===== src/hdl/sprite_sort_and_batch_macros.svh =====
// Assertion macros shared by the sprite sort and batch block.
`ifndef SPRITE_SORT_AND_BATCH_MACROS_SVH
`define SPRITE_SORT_AND_BATCH_MACROS_SVH

// Check that a condition implies a consequence at the same edge.
`define SSB_ASSERT_IMPL(label, clk, rst_n, cond, cons, msg) \
    label: assert property (@(posedge clk) disable iff (!rst_n) (cond) |-> (cons)) \
        else $error(msg);

// Check that a condition implies a consequence at the next edge.
`define SSB_ASSERT_NEXT(label, clk, rst_n, cond, cons, msg) \
    label: assert property (@(posedge clk) disable iff (!rst_n) (cond) |=> (cons)) \
        else $error(msg);

`endif


===== src/hdl/ssb_pkg.sv =====
// Package with types and constants of the sprite sort and batch block.
`timescale 1ns / 1ps
`default_nettype none
package ssb_pkg;
    localparam int MaxSprites     = 32;
    localparam int VertsPerSprite = 6;
    localparam int IdxW           = $clog2(MaxSprites);
    localparam int CntW           = $clog2(MaxSprites + 1);

    typedef enum logic [1:0] {
        MODE_TEXTURE  = 2'd0,
        MODE_DEPTH_UP = 2'd1,
        MODE_DEPTH_DN = 2'd2,
        MODE_NONE     = 2'd3
    } t_mode;

    typedef enum logic [3:0] {
        ST_LOAD,
        ST_INIT,
        ST_SORT_RD,
        ST_SORT_CMP,
        ST_SORT_DONE,
        ST_RUN_RD,
        ST_RUN_LD,
        ST_RUN_CMP,
        ST_EMIT_RD,
        ST_EMIT_WAIT,
        ST_EMIT_OUT
    } t_state;

    // Compare result of the shared unit.
    typedef struct packed {
        logic ahead;
        logic same_tex;
    } t_cmp;
endpackage
`default_nettype wire


===== src/hdl/sprite_sort_and_batch.sv =====
// Sprite sort and batch block: collect a frame, insertion-sort it, emit batches.
// Usage:
//   s_axis carries one sprite item per transaction: tdata = {depth_key,
//   texture_id, carries_sprite}, tlast = frame_end. Items load one per cycle.
//   On tlast the block stops taking input and runs an insertion sort with one
//   shared compare unit. Batching then finds the runs of equal texture in the
//   sorted order and emits the results. m_axis carries one result per sorted
//   sprite; tlast marks the final one. A stalled receiver holds the result and
//   the sequencer waits before placing the next one. Sprites past 32 per frame
//   are dropped and flagged in the results. i_cfg_we writes sort_mode; the
//   user must assert it only while idle, as the block does not enforce this.
//   Reset (i_rst_n low, synchronous) empties the frame, clears overflow and
//   sets sort_mode to texture order.
`timescale 1ns / 1ps
`default_nettype none
module sprite_sort_and_batch (
    input  wire logic        i_clk,
    input  wire logic        i_rst_n,
    input  wire logic        i_cfg_we,
    input  wire logic [1:0]  i_cfg_wdata,
    input  wire logic        s_axis_tvalid,
    output logic             s_axis_tready,
    // carries_sprite[0], texture_id[32:1], depth_key[64:33], zero pad
    input  wire logic [71:0] s_axis_tdata,
    input  wire logic        s_axis_tlast,
    output logic             m_axis_tvalid,
    input  wire logic        m_axis_tready,
    // sprite_index[4:0], sprite_texture[36:5], batch_first[37],
    // batch_offset[45:38], batch_vertices[53:46], overflowed[54], zero pad
    output logic [55:0]      m_axis_tdata,
    output logic             m_axis_tlast
);
    import ssb_pkg::*;
`include "sprite_sort_and_batch_macros.svh"

    logic [31:0] tex_mem [MaxSprites];
    logic [31:0] dep_mem [MaxSprites];
    logic [IdxW-1:0] ord_mem [MaxSprites];

    t_state r_state, n_state;
    logic [1:0] r_mode;
    logic [CntW-1:0] r_cnt, n_cnt;
    logic r_ovf, n_ovf;
    logic [CntW-1:0] r_i, n_i, r_j, n_j, r_st, n_st, r_re, n_re;
    logic [IdxW-1:0] r_cur, n_cur, r_prev, n_prev;
    logic [31:0] r_ta, r_da, r_tb, r_db;
    logic r_ov, n_ov;
    logic [55:0] r_od, n_od;
    logic r_ol, n_ol;
    // one read address per cycle into the order store
    logic [IdxW-1:0] ord_ra, ord_q;
    logic ord_we;
    logic [IdxW-1:0] ord_wa, ord_wd;
    // record read addresses
    logic [IdxW-1:0] rec_a, rec_b;
    logic ld_a, ld_b;
    t_cmp cmp;
    logic in_acc;

    ssb_compare u_cmp (
        .i_mode (r_mode), .i_tex_a(r_ta), .i_dep_a(r_da),
        .i_tex_b(r_tb), .i_dep_b(r_db), .o_cmp(cmp)
    );

    assign in_acc = s_axis_tvalid && s_axis_tready;
    assign s_axis_tready = (r_state == ST_LOAD);
    assign m_axis_tvalid = r_ov;
    assign m_axis_tdata = r_od;
    assign m_axis_tlast = r_ol;

    always_ff @(posedge i_clk) begin
        if (in_acc && s_axis_tdata[0] && (r_cnt < CntW'(MaxSprites))) begin
            tex_mem[r_cnt[IdxW-1:0]] <= s_axis_tdata[32:1];
            dep_mem[r_cnt[IdxW-1:0]] <= s_axis_tdata[64:33];
        end
        if (ord_we) ord_mem[ord_wa] <= ord_wd;
        ord_q <= ord_mem[ord_ra];
        if (ld_a) begin
            r_ta <= tex_mem[rec_a];
            r_da <= dep_mem[rec_a];
        end
        if (ld_b) begin
            r_tb <= tex_mem[rec_b];
            r_db <= dep_mem[rec_b];
        end
    end

    always_ff @(posedge i_clk) begin
        if (!i_rst_n) begin
            r_state <= ST_LOAD;
            r_mode  <= MODE_TEXTURE;
            r_cnt   <= '0;
            r_ovf   <= 1'b0;
            r_ov    <= 1'b0;
        end else begin
            r_state <= n_state;
            if (i_cfg_we) r_mode <= i_cfg_wdata;
            r_cnt <= n_cnt;
            r_ovf <= n_ovf;
            r_ov  <= n_ov;
        end
        r_i <= n_i; r_j <= n_j; r_st <= n_st; r_re <= n_re;
        r_cur <= n_cur; r_prev <= n_prev; r_od <= n_od; r_ol <= n_ol;
    end

    logic [7:0] off6, len6;
    always_comb begin
        n_state = r_state; n_cnt = r_cnt; n_ovf = r_ovf;
        n_i = r_i; n_j = r_j; n_st = r_st; n_re = r_re;
        n_cur = r_cur; n_prev = r_prev; n_ov = r_ov; n_od = r_od; n_ol = r_ol;
        ord_ra = '0; ord_we = 1'b0; ord_wa = '0; ord_wd = '0;
        rec_a = ord_q; rec_b = ord_q; ld_a = 1'b0; ld_b = 1'b0;
        off6 = 8'(r_st) * 8'(VertsPerSprite);
        len6 = 8'(r_re - r_st) * 8'(VertsPerSprite);
        if (m_axis_tvalid && m_axis_tready) n_ov = 1'b0;
        case (r_state)
            ST_LOAD: begin
                if (in_acc) begin
                    if (s_axis_tdata[0]) begin
                        if (r_cnt < CntW'(MaxSprites)) begin
                            // order slot filled as the record lands
                            ord_we = 1'b1;
                            ord_wa = r_cnt[IdxW-1:0];
                            ord_wd = r_cnt[IdxW-1:0];
                            n_cnt = r_cnt + 1'b1;
                        end else begin
                            n_ovf = 1'b1;
                        end
                    end
                    if (s_axis_tlast) begin
                        n_i = CntW'(1);
                        n_state = ST_INIT;
                    end
                end
            end
            ST_INIT: begin
                // start pass i: cur = ord[i]; after the last pass, start batching
                if (r_i >= r_cnt) begin
                    n_st = '0;
                    n_state = ST_RUN_RD;
                    ord_ra = '0;
                end else begin
                    ord_ra = r_i[IdxW-1:0];
                    n_j = r_i;
                    n_state = ST_SORT_RD;
                end
            end
            ST_SORT_RD: begin
                // ord_q is cur; load its record and fetch the entry below
                n_cur = ord_q;
                rec_a = ord_q; ld_a = 1'b1;
                ord_ra = IdxW'(r_j - 1'b1);
                n_state = ST_SORT_DONE;
            end
            ST_SORT_DONE: begin
                n_prev = ord_q;
                rec_b = ord_q; ld_b = 1'b1;
                n_state = ST_SORT_CMP;
            end
            ST_SORT_CMP: begin
                if (r_j != '0 && cmp.ahead) begin
                    ord_we = 1'b1; ord_wa = r_j[IdxW-1:0]; ord_wd = r_prev;
                    n_j = r_j - 1'b1;
                    if (r_j == CntW'(1)) begin
                        // bottom reached: place cur in slot 0 next cycle
                        n_state = ST_SORT_CMP;
                    end else begin
                        ord_ra = IdxW'(r_j - 2'd2);
                        n_state = ST_SORT_DONE;
                    end
                end else begin
                    ord_we = 1'b1; ord_wa = r_j[IdxW-1:0]; ord_wd = r_cur;
                    n_i = r_i + 1'b1;
                    n_state = ST_INIT;
                end
            end
            ST_RUN_RD: begin
                // ord_q = ord[st]; load head texture, or finish the frame when st reaches the count
                if (r_st >= r_cnt) begin
                    n_cnt = '0; n_ovf = 1'b0;
                    n_state = ST_LOAD;
                end else begin
                    rec_a = ord_q; ld_a = 1'b1;
                    n_re = r_st + 1'b1;
                    ord_ra = IdxW'(r_st + 1'b1);
                    n_state = ST_RUN_LD;
                end
            end
            ST_RUN_LD: begin
                // ord_q = ord[re]; close the run at the frame end, else load the next record
                if (r_re >= r_cnt) begin
                    n_i = r_st;
                    ord_ra = r_st[IdxW-1:0];
                    n_state = ST_EMIT_RD;
                end else begin
                    rec_b = ord_q; ld_b = 1'b1;
                    n_state = ST_RUN_CMP;
                end
            end
            ST_RUN_CMP: begin
                if (cmp.same_tex) begin
                    n_re = r_re + 1'b1;
                    ord_ra = IdxW'(r_re + 1'b1);
                    n_state = ST_RUN_LD;
                end else begin
                    n_i = r_st;
                    ord_ra = r_st[IdxW-1:0];
                    n_state = ST_EMIT_RD;
                end
            end
            ST_EMIT_RD: begin
                rec_a = ord_q; ld_a = 1'b1;
                n_cur = ord_q;
                n_state = ST_EMIT_WAIT;
            end
            ST_EMIT_WAIT: begin
                if (!r_ov) begin
                    n_ov = 1'b1;
                    n_od = {1'b0, r_ovf, len6, off6, (r_i == r_st), r_ta, r_cur};
                    n_ol = (r_i + 1'b1 == r_cnt);
                    n_state = ST_EMIT_OUT;
                end
            end
            ST_EMIT_OUT: begin
                if (r_i + 1'b1 >= r_re) begin
                    n_st = r_re;
                    ord_ra = r_re[IdxW-1:0];
                    n_state = ST_RUN_RD;
                end else begin
                    n_i = r_i + 1'b1;
                    ord_ra = IdxW'(r_i + 1'b1);
                    n_state = ST_EMIT_RD;
                end
            end
            default: n_state = ST_LOAD;
        endcase
    end

    `SSB_ASSERT_IMPL(a_no_in_busy, i_clk, i_rst_n, r_state != ST_LOAD, !s_axis_tready,
        "input taken while busy")
    `SSB_ASSERT_IMPL(a_cnt_cap, i_clk, i_rst_n, 1'b1, r_cnt <= CntW'(MaxSprites),
        "sprite count past capacity")
    `SSB_ASSERT_NEXT(a_hold, i_clk, i_rst_n, m_axis_tvalid && !m_axis_tready,
        m_axis_tvalid && $stable(m_axis_tdata), "stalled result changed")
endmodule
`default_nettype wire


===== src/hdl/ssb_compare.sv =====
// Shared compare unit: ordering and texture equality of two records.
`timescale 1ns / 1ps
`default_nettype none
module ssb_compare (
    input  wire logic [1:0]  i_mode,
    input  wire logic [31:0] i_tex_a,
    input  wire logic [31:0] i_dep_a,
    input  wire logic [31:0] i_tex_b,
    input  wire logic [31:0] i_dep_b,
    output ssb_pkg::t_cmp    o_cmp
);
    import ssb_pkg::*;
    logic signed [31:0] da, db;
    assign da = i_dep_a;
    assign db = i_dep_b;
    always_comb begin
        o_cmp.same_tex = (i_tex_a == i_tex_b);
        case (t_mode'(i_mode))
            MODE_TEXTURE:  o_cmp.ahead = i_tex_a < i_tex_b;
            MODE_DEPTH_UP: o_cmp.ahead = da < db;
            MODE_DEPTH_DN: o_cmp.ahead = da > db;
            default:       o_cmp.ahead = 1'b0;
        endcase
    end
endmodule
`default_nettype wire

===== config.mk =====
export PLATFORM = sky130hd
export DESIGN_NAME = sprite_sort_and_batch
export DESIGN_NICKNAME = d
export VERILOG_FILES = /design/src/hdl/ssb_pkg.sv /design/src/hdl/sprite_sort_and_batch.sv /design/src/hdl/ssb_compare.sv
export VERILOG_INCLUDE_DIRS = /design/src /design/src/hdl
export SDC_FILE = /design/constraint.sdc
export NUM_CORES = 2
export LEC_CHECK = 0
export ABC_AREA = 1
export ABC_CLOCK_PERIOD_IN_PS = 9000
export BUFFER_PORTS_ARGS = -buffer_cell sky130_fd_sc_hd__buf_2
export CORE_MARGIN = 2
export CORE_UTILIZATION = 40
export DETAILED_ROUTE_END_ITERATION = 8
export GPL_TIMING_DRIVEN = 0
export PLACE_DENSITY = 0.61
export SYNTH_ARGS = -nofsm -noshare
export SYNTH_HDL_FRONTEND = slang
export SYNTH_SLANG_ARGS = --single-unit

===== constraint.sdc =====
create_clock -name i_clk -period 9 [get_ports i_clk]
set_input_delay 1.35 -clock i_clk [delete_from_list [all_inputs] [get_ports i_clk]]
set_output_delay 1.35 -clock i_clk [all_outputs]
set_load 0.01 [all_outputs]

[After elaboration in Yosys (flattened, before gate mapping)]
Memory sizes are Yosys's and may differ from the RTL's. A register that Yosys moved wholly into a read port is not among the register bits.
Cells that the tools add are included.
Operators by class
  shifts and indexed selects: 0
  divide/modulo/power cells: 0
  multiplexer cells: 67
  reduce and logical (&&, ||, !) cells: 22
  $add $sub $neg: 7
  bitwise logic cells: 1
  eq/ne operators: 33
  multipliers: 2
  order comparisons: 8
Operators with widths (count)
  $mux 6: 16
  $lt 32x32->1: 2
  $mux 5: 11
  $pmux 6 s2: 4
  $pmux 4 s11: 1
  $pmux 5 s7: 1
  $eq 32x32->1: 1
  $gt 32x32->1: 1
  $pmux 6 s5: 1
  $mux 4: 7
  $ne 2x2->1 const B: 13
  $add 6x1->6 const B: 4
  $ge 6x6->1: 4
  $pmux 5 s2: 2
  $eq 4x3->1 const B: 4
  $mux 1: 16
  $eq 4x4->1 const B: 3
  $eq 6x6->1: 2
  $reduce_and 3->1: 4
  $reduce_and 5->1: 2
  $mux 3: 3
  $eq 4x2->1 const B: 2
  $mul 8x2->7 const B: 1
  $ne 2x1->1 const B: 4
  other kinds (21): 31
Word-level totals
  output and inout port bits: 59
  bits in registers: 230
  latch bits: 0
  bits of input ports: 80
  memory bits (writable): 2208
  memories: 3
  word-level logic and storage cells: 160
  memory bits (read-only): 0
Memory list
  dep_mem: depth 32, bits a word 32, read ports 1, clocked after memory_dff 0, write ports 1, line sprite_sort_and_batch.sv:37  | logic [31:0] dep_mem [MaxSprites];
  tex_mem: depth 32, bits a word 32, read ports 1, clocked after memory_dff 0, write ports 1, line sprite_sort_and_batch.sv:36  | logic [31:0] tex_mem [MaxSprites];
  ord_mem: depth 32, bits a word 5, read ports 1, clocked after memory_dff 1, write ports 1, line sprite_sort_and_batch.sv:38  | logic [IdxW-1:0] ord_mem [MaxSprites];

[Logic depth before layout (Yosys ltp)]
  depth after elaboration: 7
  gate-level depth with buffers: 27
  gate-level depth less buffers: 27

[Modules after synthesis]
A second synthesis with hierarchy kept.
Unflattened totals
  cell total of the unflattened synthesis: 7636
  area total of the unflattened synthesis: 98276.8 µm²
By module, submodules not included
  sprite_sort_and_batch: area each 96528.8 µm², cells an instance 7359, seq. area each 73170.2 µm², times used 1
  ssb_compare: area each 1747.9 µm², cells an instance 277, seq. area each 0.0 µm², times used 1

[Least setup slack after synthesis]
No wires, ideal clock.
  path type: input to register
  start: input port s_axis_tvalid
  end: memory dep_mem[31][0] (enable)
  arrival time: 6.255 ns
  path buffers: 1
  setup time: 0.565 ns
  data required time: 8.435 ns
  slack: 2.180 ns
  stages: 5
  cells stage by stage: nand2_1 -> nor3_1 -> nand2_1 -> clkbuf_1 -> nor3_1
Between the ends
  word-level cells in the longest chain between the ends: 5
RTL lines
  start: declaration: line sprite_sort_and_batch.sv:21  | input wire logic s_axis_tvalid,
  $logic_and 1x1->1: line sprite_sort_and_batch.sv:65  | assign in_acc = s_axis_tvalid && s_axis_tready;
  $logic_and 1x1->1 (2 in series): line sprite_sort_and_batch.sv:72  | if (in_acc && s_axis_tdata[0] && (r_cnt < CntW'(MaxSprites))) begin
  $mux 1: line sprite_sort_and_batch.sv:72
  $mux 1 (not written as such): line sprite_sort_and_batch.sv:74  | dep_mem[r_cnt[IdxW-1:0]] <= s_axis_tdata[64:33];
  end: declaration: line sprite_sort_and_batch.sv:37
Every way passes these cells.

[Worst setup path in the final report]
  start: register ord_q[0], read port of ord_mem
  end: register r_tb[16], read port of tex_mem (data pin)
Between the ends
  word-level cells in the longest chain between the ends: 1
RTL lines
  start: declaration: line sprite_sort_and_batch.sv:51  | logic [IdxW-1:0] ord_ra, ord_q;
  $mem_v2 32x32
  end: declaration: line sprite_sort_and_batch.sv:46  | logic [31:0] r_ta, r_da, r_tb, r_db;
Every way passes these cells.
A chain may end at the register's enable or synchronous reset.

==> impl_metrics.env <==
export IMPL_met1_usage_pct=36.4
export IMPL_drive_gt1_share_pct=9.09
export IMPL_hpwlAfterDp_mm=245
export IMPL_grt_usage_pct=27.7
export IMPL_io_buffers=128
export IMPL_dr_pass1_iters=8
export IMPL_criticalPathCategory="flip-flop to flip-flop"
export IMPL_critPathBufInv=5
export IMPL_synth_top_area_share_pct=74.6
export IMPL_synth_avg_cell_area_um2=13.1
export IMPL_drv_cap=5
export IMPL_ys_seq_area_share_pct=75.0
export IMPL_insertion_delay_ps=950
export IMPL_worstPathRequired_ps=9560
export IMPL_fin_crit_sh_pct=64.7
export IMPL_slew_viol_final=37
export IMPL_nets=8153
export IMPL_cts_resized_gates=0
export IMPL_grt_busiest_layer="met2"
export IMPL_clock_sinks=2443
export IMPL_grt_max_degree=65
export IMPL_rsz0062_at_grt="false"
export IMPL_start_util_pct=40.2
export IMPL_grt_pass1_vias=64885
export IMPL_gp_congestion=0.928
export IMPL_vdd_drop_max_mv=0.257
export IMPL_io_pins=139
export IMPL_skew_ps=100
export IMPL_vias_per_cell=6.11
export IMPL_tritoncts="yes"
export IMPL_yosysWarnings=0
export IMPL_cp_slowest_cell="clkbuf_1"
export IMPL_antenna_found_initial=42
export IMPL_htreeDepth=4
export IMPL_syn_to_final_growth_pct=15.6
export IMPL_drt_iter0_drc=11705
export IMPL_postCtsSetupRepairBufs=0
export IMPL_cp_top_family="buffers and inverters"
export IMPL_relSlewSlack_pct=-6.46
export IMPL_drc_errors=0
export IMPL_dr_total_vias=69546
export IMPL_netlist_area_mm2=0.0975
export IMPL_cpPeakStageDelay_ps=1000
export IMPL_leakage_nw=36.8
export IMPL_grt_pass1_wl_mm=487
export IMPL_worstMarginPinSlew_ps=1580
export IMPL_die_x_um=498
export IMPL_grtUsageMet2_pct=41.8
export IMPL_cts_clk_slew_worst_paths_ps=60
export IMPL_hold_buffers=0
export IMPL_fp_coreArea_mm2=0.243
export IMPL_fin_crit_ps=5820
export IMPL_postRouteAntennaNets=0
export IMPL_synth_seq_cells=2443
export IMPL_cp_end_kind="flip-flop"
export IMPL_synth_main_ff_cell="edfxtp_1"
export IMPL_ys_types=51
export IMPL_rows=181
export IMPL_die_h_um=498
export IMPL_root_buffer="clkbuf_16"
export IMPL_async_flop_share_pct=0
export IMPL_setup_viol=0
export IMPL_clockBufferDepth=3
export IMPL_synth_cells=7464
export IMPL_start_kind="flip-flop"
export IMPL_path_max_fanout=10
export IMPL_synth_area_leaders="edfxtp_1 75%, o21ai_0 6.5%, nor2_1 5.2%"
export IMPL_die_area_mm2=0.248
export IMPL_violations="capacitance limit, slew limit"
export IMPL_hold_class="flip-flop to flip-flop"
export IMPL_pwr_density_cell_mw_per_mm2=329
export IMPL_outcome="finished, violations left"
export IMPL_globalRouteMet3Util_pct=8.26
export IMPL_grt_ovfl_total=0
export IMPL_max_freq_ghz=0.172
export IMPL_wl_per_cell_um=31.2
export IMPL_wl_mm=355
export IMPL_hold_viol=0
export IMPL_synth_edf_count=2424
export IMPL_hold_ws_ps=458
export IMPL_synth_top_cell_by_area="edfxtp_1"
export IMPL_path_cells="buf_2 -> buf_2 -> buf_2 -> clkbuf_1 -> clkbuf_1 -> nor2_1 -> o22ai_1 -> nor2_1 -> o22ai_1 -> nor2_1 -> a31oi_1"
export IMPL_power_total_mw=37.1
export IMPL_arrival_ps=6370
export IMPL_cts_buffers=240
## state kept, by name, summed over array words and instances, names as in the netlist, 6 cells and up
signal	flops
r_ta	32
m_axis_tdata	53
r_re	6
dep_mem	1024
r_tb	32
r_cnt	6
ord_mem	160
r_db	32
r_da	32
r_j	6
tex_mem	1024
r_i	6
r_st	6
## layer usage
layer	routed length, um	share of wire (%)
met2	156000	44
met3	51200	14
met5	334	0.094
met4	20000	5.6
met1	128000	36
## path summary, 6_finish.rpt
path | startpoint | end | slack, ps | cells past startpoint
hold / removal | r_ta[13] | m_axis_tdata[18] | 460 | 0
setup / recovery | ord_q[0] | r_tb[16] | 3180 | 11
hold reg to reg | r_ta[13] | m_axis_tdata[18] | 460 | 0
setup reg to reg | ord_q[0] | r_tb[16] | 3180 | 11
## power by group
| part | internal (mW) | total, mW | switching [mW] |
|---|---|---|---|
| sequential | 13.1 | 13.3 | 0.168 |
| combinational | 3.05 | 13.7 | 10.7 |
| clock | 5.61 | 10.1 | 4.47 |
## per-stage QoR
step                      instances  utilization [%]  instance area [um2]  setup TNS, ps  setup slack [ps]
after floorplan                7466                -                97500              0              2180
after global placement        10796             42.1               102000       -3336260             -6250
after detailed placement      10915             43.2               105000              0              3520
after CTS                     11367             46.4               113000              0              3430
after global routing          11371             46.4               113000              0              3310
final                         11381             46.4               113000              0              3180
## cells in the mapped netlist, types with 8 or more instances
cell and n:
dfxtp_1 19, o22ai_1 560, nand4_1 20, inv_1 168, edfxtp_1 2424, o221ai_1 45
a21oi_1 97, o21ai_0 1258, ha_1 115, buf_2 36, clkbuf_1 419, nand3_1 269
nor2_1 1359, nand3_2 8, o31ai_1 19, a31oi_1 12, buf_1 18, inv_2 16
nand2_1 466, nor3_1 12, o211ai_1 18, xor2_1 22
## cells in the final DEF, fill, tap and decap left out, types with 13 or more instances in the layout
master / n
o21ai_0: 1258
clkbuf_16: 243
buf_2: 164
a21oi_1: 97
clkbuf_1: 446
dfxtp_1: 19
clkinv_2: 57
clkinvlp_4: 14
bufinv_16: 23
buf_1: 18
diode_2: 14
o211ai_1: 18
buf_6: 14
xor2_1: 22
ha_1: 115
nand4_1: 20
clkinv_1: 65
clkbuf_2: 13
nor2_4: 34
o221ai_1: 45
buf_12: 92
inv_1: 168
nor2_1: 1327
o22ai_1: 560
nand2_1: 465
inv_2: 16
o31ai_1: 15
nand3_1: 268
edfxtp_1: 2424
## kinds of logic (layout without fill, tap and decap cells)
kind of cell | after synthesis | count (layout) | share of synthesized area (%)
simple gates | 2159 | 2159 | 8.89
xor+xnor | 27 | 27 | 0.242
buf+inv | 670 | 1369 | 2.67
compound gates | 2046 | 2046 | 11.6
other cells | 1 | 17 | 0.00385
fa+ha+maj | 118 | 118 | 1.54
flops | 2443 | 2443 | 75.0
## layout make-up
cell class              instances  area (um2)
repair buffers                247        2980
multi-input cells            4353       22000
fillers                     21331      130000
clock buffers                 283        6230
plain buffers                 481        1910
flip-flops and latches       2443       73200
well taps                    3202        4010
clock inverters               169        1610
diodes                         14        35.0
inverters                     189         709
Power figures use the tool's default switching activity.
